### src/hdl/mtx_pkg.sv
// ----------------------------------------------------------------------------
// MT19937 keystream XOR package
// Shared constants, types and the tempering function of the keystream cipher block.
// ----------------------------------------------------------------------------
package mtx_pkg;

  localparam int unsigned N = 624;
  localparam int unsigned M = 397;
  localparam int unsigned IdxW = 10;
  localparam logic [31:0] Matrix = 32'h9908_B0DF;
  localparam logic [31:0] InitMul = 32'd1812433253;
  localparam logic [IdxW-1:0] LastIdx = IdxW'(N - 1);
  localparam logic [IdxW-1:0] MOff = IdxW'(M);
  localparam logic [IdxW-1:0] NMinusM = IdxW'(N - M);

  typedef enum logic [2:0] {
    ST_IDLE,
    ST_SEED,
    ST_TWIST_RD,
    ST_TWIST_WR,
    ST_DRAW_RD,
    ST_LOAD,
    ST_OUT
  } state_e;

  typedef struct packed {
    logic seed_start;
    logic seed_step;
    logic twist_start;
    logic twist_rd;
    logic twist_wr;
    logic draw_rd;
    logic load_word;
    logic latch_in;
    logic emit;
  } cmd_t;

  typedef struct packed {
    logic seed_done;
    logic twist_done;
    logic need_twist;
    logic pos_zero;
  } status_t;

  function automatic logic [31:0] temper(input logic [31:0] x);
    logic [31:0] y;
    y = x ^ (x >> 11);
    y = y ^ ((y << 7) & 32'h9D2C_5680);
    y = y ^ ((y << 15) & 32'hEFC6_0000);
    y = y ^ (y >> 18);
    return y;
  endfunction

endpackage

### src/hdl/mtx_ctrl.sv
// ----------------------------------------------------------------------------
// MT19937 keystream XOR controller
// Sequences seeding, twisting, drawing and byte delivery.
// ----------------------------------------------------------------------------
module mtx_ctrl (
  input  logic              clk_i,
  input  logic              rst_ni,
  input  logic              in_valid_i,
  input  logic              in_start_i,
  output logic              in_ready_o,
  output logic              out_valid_o,
  input  logic              out_ready_i,
  output mtx_pkg::cmd_t     cmd_o,
  input  mtx_pkg::status_t  status_i
);

  mtx_pkg::state_e state_q, state_d;
  logic seeded_q, seeded_d;
  logic acc;

  assign acc = in_valid_i && in_ready_o;

  always_comb begin
    state_d  = state_q;
    seeded_d = seeded_q;
    unique case (state_q)
      mtx_pkg::ST_IDLE: begin
        if (in_valid_i) begin
          if (in_start_i || !seeded_q) begin
            state_d  = mtx_pkg::ST_SEED;
            seeded_d = 1'b1;
          end else if (!status_i.pos_zero) begin
            state_d = mtx_pkg::ST_OUT;
          end else if (status_i.need_twist) begin
            state_d = mtx_pkg::ST_TWIST_RD;
          end else begin
            state_d = mtx_pkg::ST_DRAW_RD;
          end
        end
      end
      mtx_pkg::ST_SEED: begin
        if (status_i.seed_done) begin
          state_d = mtx_pkg::ST_TWIST_RD;
        end
      end
      mtx_pkg::ST_TWIST_RD: state_d = mtx_pkg::ST_TWIST_WR;
      mtx_pkg::ST_TWIST_WR: begin
        if (status_i.twist_done) begin
          state_d = mtx_pkg::ST_DRAW_RD;
        end else begin
          state_d = mtx_pkg::ST_TWIST_RD;
        end
      end
      mtx_pkg::ST_DRAW_RD: state_d = mtx_pkg::ST_LOAD;
      mtx_pkg::ST_LOAD: state_d = mtx_pkg::ST_OUT;
      mtx_pkg::ST_OUT: begin
        if (out_ready_i) begin
          state_d = mtx_pkg::ST_IDLE;
        end
      end
      default: state_d = mtx_pkg::ST_IDLE;
    endcase
  end

  always_comb begin
    cmd_o = '0;
    in_ready_o = (state_q == mtx_pkg::ST_IDLE);
    out_valid_o = (state_q == mtx_pkg::ST_OUT);
    unique case (state_q)
      mtx_pkg::ST_IDLE: begin
        cmd_o.latch_in = in_valid_i;
        cmd_o.seed_start = in_valid_i && (in_start_i || !seeded_q);
        cmd_o.twist_start = in_valid_i && !(in_start_i || !seeded_q) &&
                            status_i.pos_zero && status_i.need_twist;
      end
      mtx_pkg::ST_SEED: begin
        cmd_o.seed_step = 1'b1;
        cmd_o.twist_start = status_i.seed_done;
      end
      mtx_pkg::ST_TWIST_RD: cmd_o.twist_rd = 1'b1;
      mtx_pkg::ST_TWIST_WR: cmd_o.twist_wr = 1'b1;
      mtx_pkg::ST_DRAW_RD: cmd_o.draw_rd = 1'b1;
      mtx_pkg::ST_LOAD: cmd_o.load_word = 1'b1;
      mtx_pkg::ST_OUT: cmd_o.emit = out_ready_i;
      default: ;
    endcase
  end

  always_ff @(posedge clk_i or negedge rst_ni) begin
    if (!rst_ni) begin
      state_q  <= mtx_pkg::ST_IDLE;
      seeded_q <= 1'b0;
    end else begin
      state_q  <= state_d;
      seeded_q <= seeded_d;
    end
  end

  a_no_accept_busy: assert property (@(posedge clk_i) disable iff (!rst_ni)
    acc |-> state_q == mtx_pkg::ST_IDLE) else $error("accept while busy");
  a_seeded_sticks: assert property (@(posedge clk_i) disable iff (!rst_ni)
    acc |=> seeded_q) else $error("seeded flag not set");
  a_out_hold: assert property (@(posedge clk_i) disable iff (!rst_ni)
    out_valid_o && !out_ready_i |=> out_valid_o) else $error("result dropped");

endmodule
### config.mk
export PLATFORM = sky130hd
export DESIGN_NAME = mtx_ctrl
export DESIGN_NICKNAME = d
export VERILOG_FILES = /design/src/hdl/mtx_pkg.sv /design/src/hdl/mtx_ctrl.sv
export SDC_FILE = /design/constraint.sdc
export NUM_CORES = 1
export LEC_CHECK = 0
export BUFFER_PORTS_ARGS = -buffer_cell sky130_fd_sc_hd__buf_2
export CORE_AREA = 10 10 47 49
export DETAILED_ROUTE_END_ITERATION = 12
export DIE_AREA = 0 0 57 59
export SLEW_MARGIN = 5
export SYNTH_ARGS = -nofsm -noshare
export SYNTH_HDL_FRONTEND = slang
export SYNTH_SLANG_ARGS = --single-unit
### constraint.sdc
create_clock -name clk_i -period 1.4 [get_ports clk_i]
set_input_delay 0.42 -clock clk_i [delete_from_list [all_inputs] [get_ports clk_i]]
set_output_delay 0.42 -clock clk_i [all_outputs]
set_load 0.01 [all_outputs]
==> run_results.csv, run 1 <==
group,metric,value,unit
global_routing,grt_overflow,0,
synth,syn_area,355,um2
synth,syn-num-nets,52,
critical_path,cp-startpoint,"state_q[0]",
drt,via_per_inst,4.77,
critical_path,crit_path_start_kind,"flip-flop",
synth,syn_area_per_cell,8.26,um2
outcome,violations,"setup timing",
drt,drc,0,
sta,maxSlewViolCount,0,
pwr,power_density,2050,nW/um2
synth,synth_warnings,0,
global_routing,met3_usage,2.79,%
cts,cts-root-buf,"clkbuf_4",
drt,first_pass_iters,4,
sta,setup_viol,11,
critical_path,ff2ff_path_depth,6,
min_path,min_path_cells,1,
cts,clock_latency,0.23,ns
outcome,outcome,"finished, violations left",
drt,vias,453,
cts,numCtsBuffers,3,
synth,ys_seq_area_share,28.2,%
run,drv_cap,0,
global_routing,grt_util_met1,7.66,%
critical_path,cp.arrival,1.29,ns
min_path,hold_path_class,"flip-flop to flip-flop",
place,dp.final_hpwl,968,um
global_routing,grt_max_degree,11,
final_layout,fin_util,49.3,%
sta,timing.slew.headroom,83.2,%
drt,ant_nets,0,
cts,cts.clk_slew.worst_paths,0.04,ns
sta,hold_slack,0.499,ns
pwr,vdd_drop_max,0.988,mV
critical_path,cp-end-kind,"output pin",
global_routing,gr-max-usage-layer,"met2",
die,die_w,57,um
critical_path,crit_chain,"nor4b_4, nand4_1, nand2_1, buf_2",
die,core.rowCount,14,
final_layout,final_common_cell,"buf_2",
drt,wire_per_inst,13.2,um
critical_path,slowest_delay,0.43,ns
final_layout,layout_common_cells,"buf_2 (18), buf_4 (10), buf_6 (7), nor3b_2 (4), a21oi_1 (4)",
cts,clock_sinks,4,
sta,fin_skew,0.00476,ns
synth,syn_inst,43,
sta,finalCritPeriodShare,122,%
sta,fin_crit,1.71,ns
final_layout,finalNetCount,90,
drt,drtIter0Drc,5,
final_layout,n_antenna_cell,0,
sta,worst_slack,-0.308,ns
pwr,power.leakage,0.336,nW
sta,worst_pin_slew,0.251,ns
critical_path,cp_slowest_cell,"dfrtp_2",
global_routing,grt_pass1_wl,2.03,mm
sta,max_freq,586,MHz
critical_path,critPathKind,"flip-flop to output pin",
final_layout,syn_to_final_growth,94.4,%
cts,clockBufferDepth,2,
cts,cts.htree.levels,1,
global_routing,track_usage,7.63,%
place,portBuffers,19,
synth,ys_ff_latch,4,
sta,rsz0062_at_grt,"yes",
min_path,worstHoldStart,"seeded_q",
die,die_h,59,um
final_layout,layout-drive-gt1-share,65.8,%
drt,wl,1.26,mm
synth,ys_types,24,
die,initial_core_util,25.4,%
cts,tritoncts,"done",
global_routing,antenna_found_initial,0,
die,fp.coreArea,1400,um2
critical_path,crit_fanout,3,
die,dieArea,3360,um2
place,gp_congestion,0.806,
critical_path,timing.rr.start,"state_q[0]",
global_routing,grt_pass1_vias,499,
critical_path,cp.required,0.98,ns
global_routing,met2_usage,11.6,%
sta,hold_viol,0,
die,pin_count,20,
path summary, 6_finish.rpt:
| path | to | slack (ns) |
|---|---|---|
| min in group asynchronous | state_q[1] | 0.51 |
| max | cmd_o[6] | -0.31 |
| max in group asynchronous | state_q[2] | 0.76 |
| max reg2reg | state_q[1] | 0.13 |
| min | seeded_q | 0.50 |
| min reg2reg | seeded_q | 0.50 |
worst max-delay path, delay by kind of cell (launching register included):
kind,cells,cell delay (ns)
and+or+nand+nor,3,0.50
buffers and inverters,1,0.12
DFF,1,0.43
synth_stat cells:
cell | instances | area share, %
a21boi_0 | 1 | 2.1
a21oi_1 | 4 | 5.6
a2bb2oi_1 | 1 | 2.5
a31oi_1 | 1 | 1.8
and2_1 | 2 | 3.5
buf_2 | 2 | 2.8
buf_6 | 1 | 3.2
dfrtp_1 | 4 | 28
inv_2 | 1 | 1.1
mux2i_1 | 1 | 2.8
nand2_1 | 4 | 4.2
nand2b_1 | 2 | 3.5
nand3_1 | 2 | 2.8
nand4_1 | 1 | 1.8
nor2_1 | 3 | 3.2
nor2b_1 | 1 | 1.8
nor3_2 | 1 | 2.8
nor3b_1 | 5 | 11
nor3b_2 | 1 | 3.5
nor4b_2 | 1 | 4.2
o21ai_1 | 1 | 1.4
o2bb2ai_1 | 1 | 2.5
o32ai_1 | 1 | 2.5
or2_2 | 1 | 1.8
kinds of logic (layout without fill, tap and decap cells):
family	count (synthesis)	after routing	synth area share, %
DFF	4	4	28.2
muxes	1	1	2.82
AOI/OAI and AO/OA	10	10	18.3
and+or+nand+nor	24	24	43.7
buffers and inverters	4	40	7.04
report_power, final:
group          switching (W)  total [W]  internal, W
clock network      0.0000463   0.000142    0.0000958
registers          0.0000678   0.000234     0.000166
logic               0.000469    0.00104     0.000570
total               0.000583    0.00142     0.000832
metrics by stage:
stage | cells | total power [W] | setup WS (ns) | setup TNS (ns) | cell area [um2]
2_1_floorplan | 43 | 0.000694 | -0.0521 | -0.132 | 370
3_3_place_gp | 86 | 0.00101 | -0.0696 | -0.229 | 547
3_5_place_dp | 86 | 0.00102 | -0.115 | -0.339 | 547
4_1_cts | 92 | 0.00132 | -0.326 | -2.70 | 643
5_1_grt | 95 | 0.00153 | -0.396 | -3.08 | 691
6_report | 95 | 0.00142 | -0.308 | -2.43 | 691
metal layers:
metal,wire (um),share of wire (%)
met5,0,0
met4,41,3.3
met3,86,6.9
met2,608,48
met1,518,41
cell type report:
cell class,instances,area (um2)
fill,147,711
multi-input combinational,35,287
timing repair buffer,36,254
sequential,4,104
clock buffer,3,22.5
tap,16,20.0
inverter,1,3.75
what timing repair did:
action / in CTS / in global routing
pin swaps: 2 / 3
cloned: 0 / 1
hold buffers: 1 / 0
resized for setup: 12 / 7
hold endpoints to repair: 4 / 0
setup buffers: 2 / 2
endpoints found under the setup margin: 11 / 11
registers in the layout, indices dropped and copies added, names as in the netlist:
name	cells
state_q	3
seeded_q	1
Note: power is estimated with default switching activity, not from simulation.
==> inputs of run 2 (changes only) <==
- PLACE_DENSITY: unset -> 0.52
==> run 2 against run 1 <==
The run still ends with setup timing left. Highest routed layer is now met3. Die area is the same. Setup slack worse by 0.065 ns. Largest cell class unchanged. Clock-buffer cell count did not move. Critical path depth grew 2. Clock power shrank 3%. Sequential share of layout area down 0.50 points. Wire length increased by 0.32%. Design area grew 3.4%. Largest power group unchanged. Clock skew about the same. Via count is 0.88% higher. Hold slack got worse by 0.0052 ns.
==> run_results.csv, run 2 (synthesized netlist as in run 1, its figures left out) <==
group,metric,value,unit
outcome,outcome,"finished, violations left",
outcome,violations,"setup timing",
critical_path,reg2reg_to,"state_q[1]",
drt,drc,0,
pwr,power_frac_comb,74.9,%
critical_path,cp-end-kind,"output pin",
critical_path,crit_path_start_kind,"flip-flop",
critical_path,crit_fanout,5,
pwr,p_clk_share,9.3,%
cts,cts-root-buf,"clkbuf_4",
sta,setup_viol,11,
critical_path,timing.rr.start,"state_q[0]",
critical_path,slowest_delay,0.42,ns
sta,max_freq,564,MHz
cts,clock_latency,0.23,ns
cts,clock_sinks,4,
min_path,worstHoldStart,"seeded_q",
sta,hold_viol,0,
run,drv_cap,0,
pwr,p_int,0.000888,W
global_routing,grt_pass1_wl,2.02,mm
sta,fin_skew,0.00451,ns
critical_path,cp.required,0.98,ns
pwr,power.switching,0.000596,W
pwr,vdd_drop_max,1.11,mV
critical_path,crit_family,"buffers and inverters",
drt,wire_per_inst,13.0,um
cts,numCtsBuffers,3,
pwr,power_density,2080,nW/um2
global_routing,antenna_found_initial,0,
final_layout,multiInputGateArea,282,um2
cts,cts.htree.levels,1,
pwr,swShare,40.2,%
critical_path,cp.arrival,1.35,ns
sta,worst_slack,-0.373,ns
critical_path,crit_chain,"buf_4, buf_12, buf_8, nor2_4, and2_1, buf_2",
drt,drtIter0Drc,7,
drt,via_per_inst,4.71,
final_layout,n_antenna_cell,0,
place,portBuffers,19,
final_layout,stdcell_area,714,um2
sta,worst_pin_slew,0.270,ns
min_path,hold_path_class,"flip-flop to flip-flop",
pwr,power.total,0.00148,W
critical_path,reg2reg_slack,0.10,ns
drt,ant_nets,0,
drt,wl,1.26,mm
drt,first_pass_iters,4,
pwr,power.leakage,0.341,nW
final_layout,final_common_cell,"buf_2",
die,fp.coreArea,1400,um2
final_layout,seqCellArea,104,um2
final_layout,fin_util,51.0,%
die,initial_core_util,25.4,%
sta,fin_crit,1.77,ns
critical_path,cp_slowest_cell,"dfrtp_2",
global_routing,grt_max_degree,8,
place,dpl_worst_slack,-0.150,ns
cts,tritoncts,"done",
die,die_h,59,um
final_layout,finalNetCount,92,
critical_path,ff2ff_path_depth,7,
sta,finalCritPeriodShare,127,%
min_path,min_path_cells,1,
final_layout,regMostFlops,"state_q",
sta,maxSlewViolCount,0,
final_layout,largest_register_ffs,3,
final_layout,layout-drive-gt1-share,66.7,%
min_path,hold_end,"seeded_q",
critical_path,critPathKind,"flip-flop to output pin",
global_routing,grt_pass1_vias,465,
sta,timing.slew.headroom,81.9,%
cts,clockBufferDepth,2,
final_layout,fillers,138,
drt,vias,457,
pwr,power.sequential.fraction,15.8,%
die,pin_count,20,
die,dieArea,3360,um2
die,die_w,57,um
global_routing,grt_overflow,0,
final_layout,reg.largest.list,"state_q x3, seeded_q x1",
sta,rsz0062_at_grt,"yes",
global_routing,track_usage,7.52,%
critical_path,crit_buf_inv,4,
place,place_area,562,um2
final_layout,syn_to_final_growth,101,%
die,core.rowCount,14,
place,gp_congestion,0.784,
cts,cts.clk_slew.worst_paths,0.03,ns
place,dp.final_hpwl,936,um
final_layout,layout_common_cells,"buf_2 (17), buf_4 (14), nor3b_2 (4), a21oi_1 (4), buf_6 (4)",
==> run 2: area by class of cell <==
type | count | area share, %
multi-input cells | 35 | 39.4
flip-flops and latches | 4 | 14.5
inverters | 1 | 0.876
repair buffers | 38 | 39.2
clock buffers | 3 | 3.15
well taps | 16 | 2.80
==> run 2: metrics by stage <==
step                hold WS [ns]  cells  setup TNS, ns
finish                     0.494     97          -3.32
global route               0.510     97          -4.02
CTS                        0.494     94          -2.88
detailed placement         0.227     88         -0.600
global placement           0.227     88         -0.592
floorplan                  0.124     43         -0.132
==> run 2: power by group through the flow <==
stage                     sequential (W)  combinational, W  clock (W)
after floorplan                 0.000226          0.000468          0
after global placement          0.000247          0.000793          0
after detailed placement        0.000247          0.000797          0
after CTS                       0.000237           0.00105   0.000148
after global routing            0.000241           0.00120   0.000153
final                           0.000234           0.00111   0.000138
==> run 2: worst max path at each step <==
stage | from | slack, ns | endpoint | cells past startpoint
floorplan | state_q[1] | -0.05 | cmd_o[6] | 3
global route | state_q[0] | -0.44 | cmd_o[6] | 4
detailed placement | state_q[0] | -0.15 | cmd_o[6] | 4
finish | state_q[0] | -0.37 | cmd_o[0] | 6
CTS | state_q[1] | -0.39 | cmd_o[6] | 4
global placement | state_q[0] | -0.15 | cmd_o[6] | 4
==> run 2: worst reg2reg max path, delay by kind of cell (launching register included) <==
| kind | cells | cell delay, ns |
|---|---|---|
| flip-flops | 1 | 0.42 |
| buffers and inverters | 5 | 0.54 |
| AO/OA/AOI/OAI | 2 | 0.23 |
==> run 2: timing repair <==
| action | in CTS | in global routing |
|---|---|---|
| hold buffers | 1 | 0 |
| buffers inserted | 2 | 3 |
| resized for setup | 16 | 2 |
| setup endpoints to repair | 11 | 11 |
| pin swaps | 3 | 3 |
| hold endpoints to repair | 4 | 0 |
| cloned | 0 | 0 |
==> run 2: layer usage <==
layer / vias up / GRT usage (%) / part of all wire [%]
met3: 0 / 2.15 / 1.7
met5: - / 0 / 0
li1: 233 / - / -
met2: 6 / 14.3 / 58
met1: 218 / 7.13 / 40
met4: 0 / 4.03 / 0
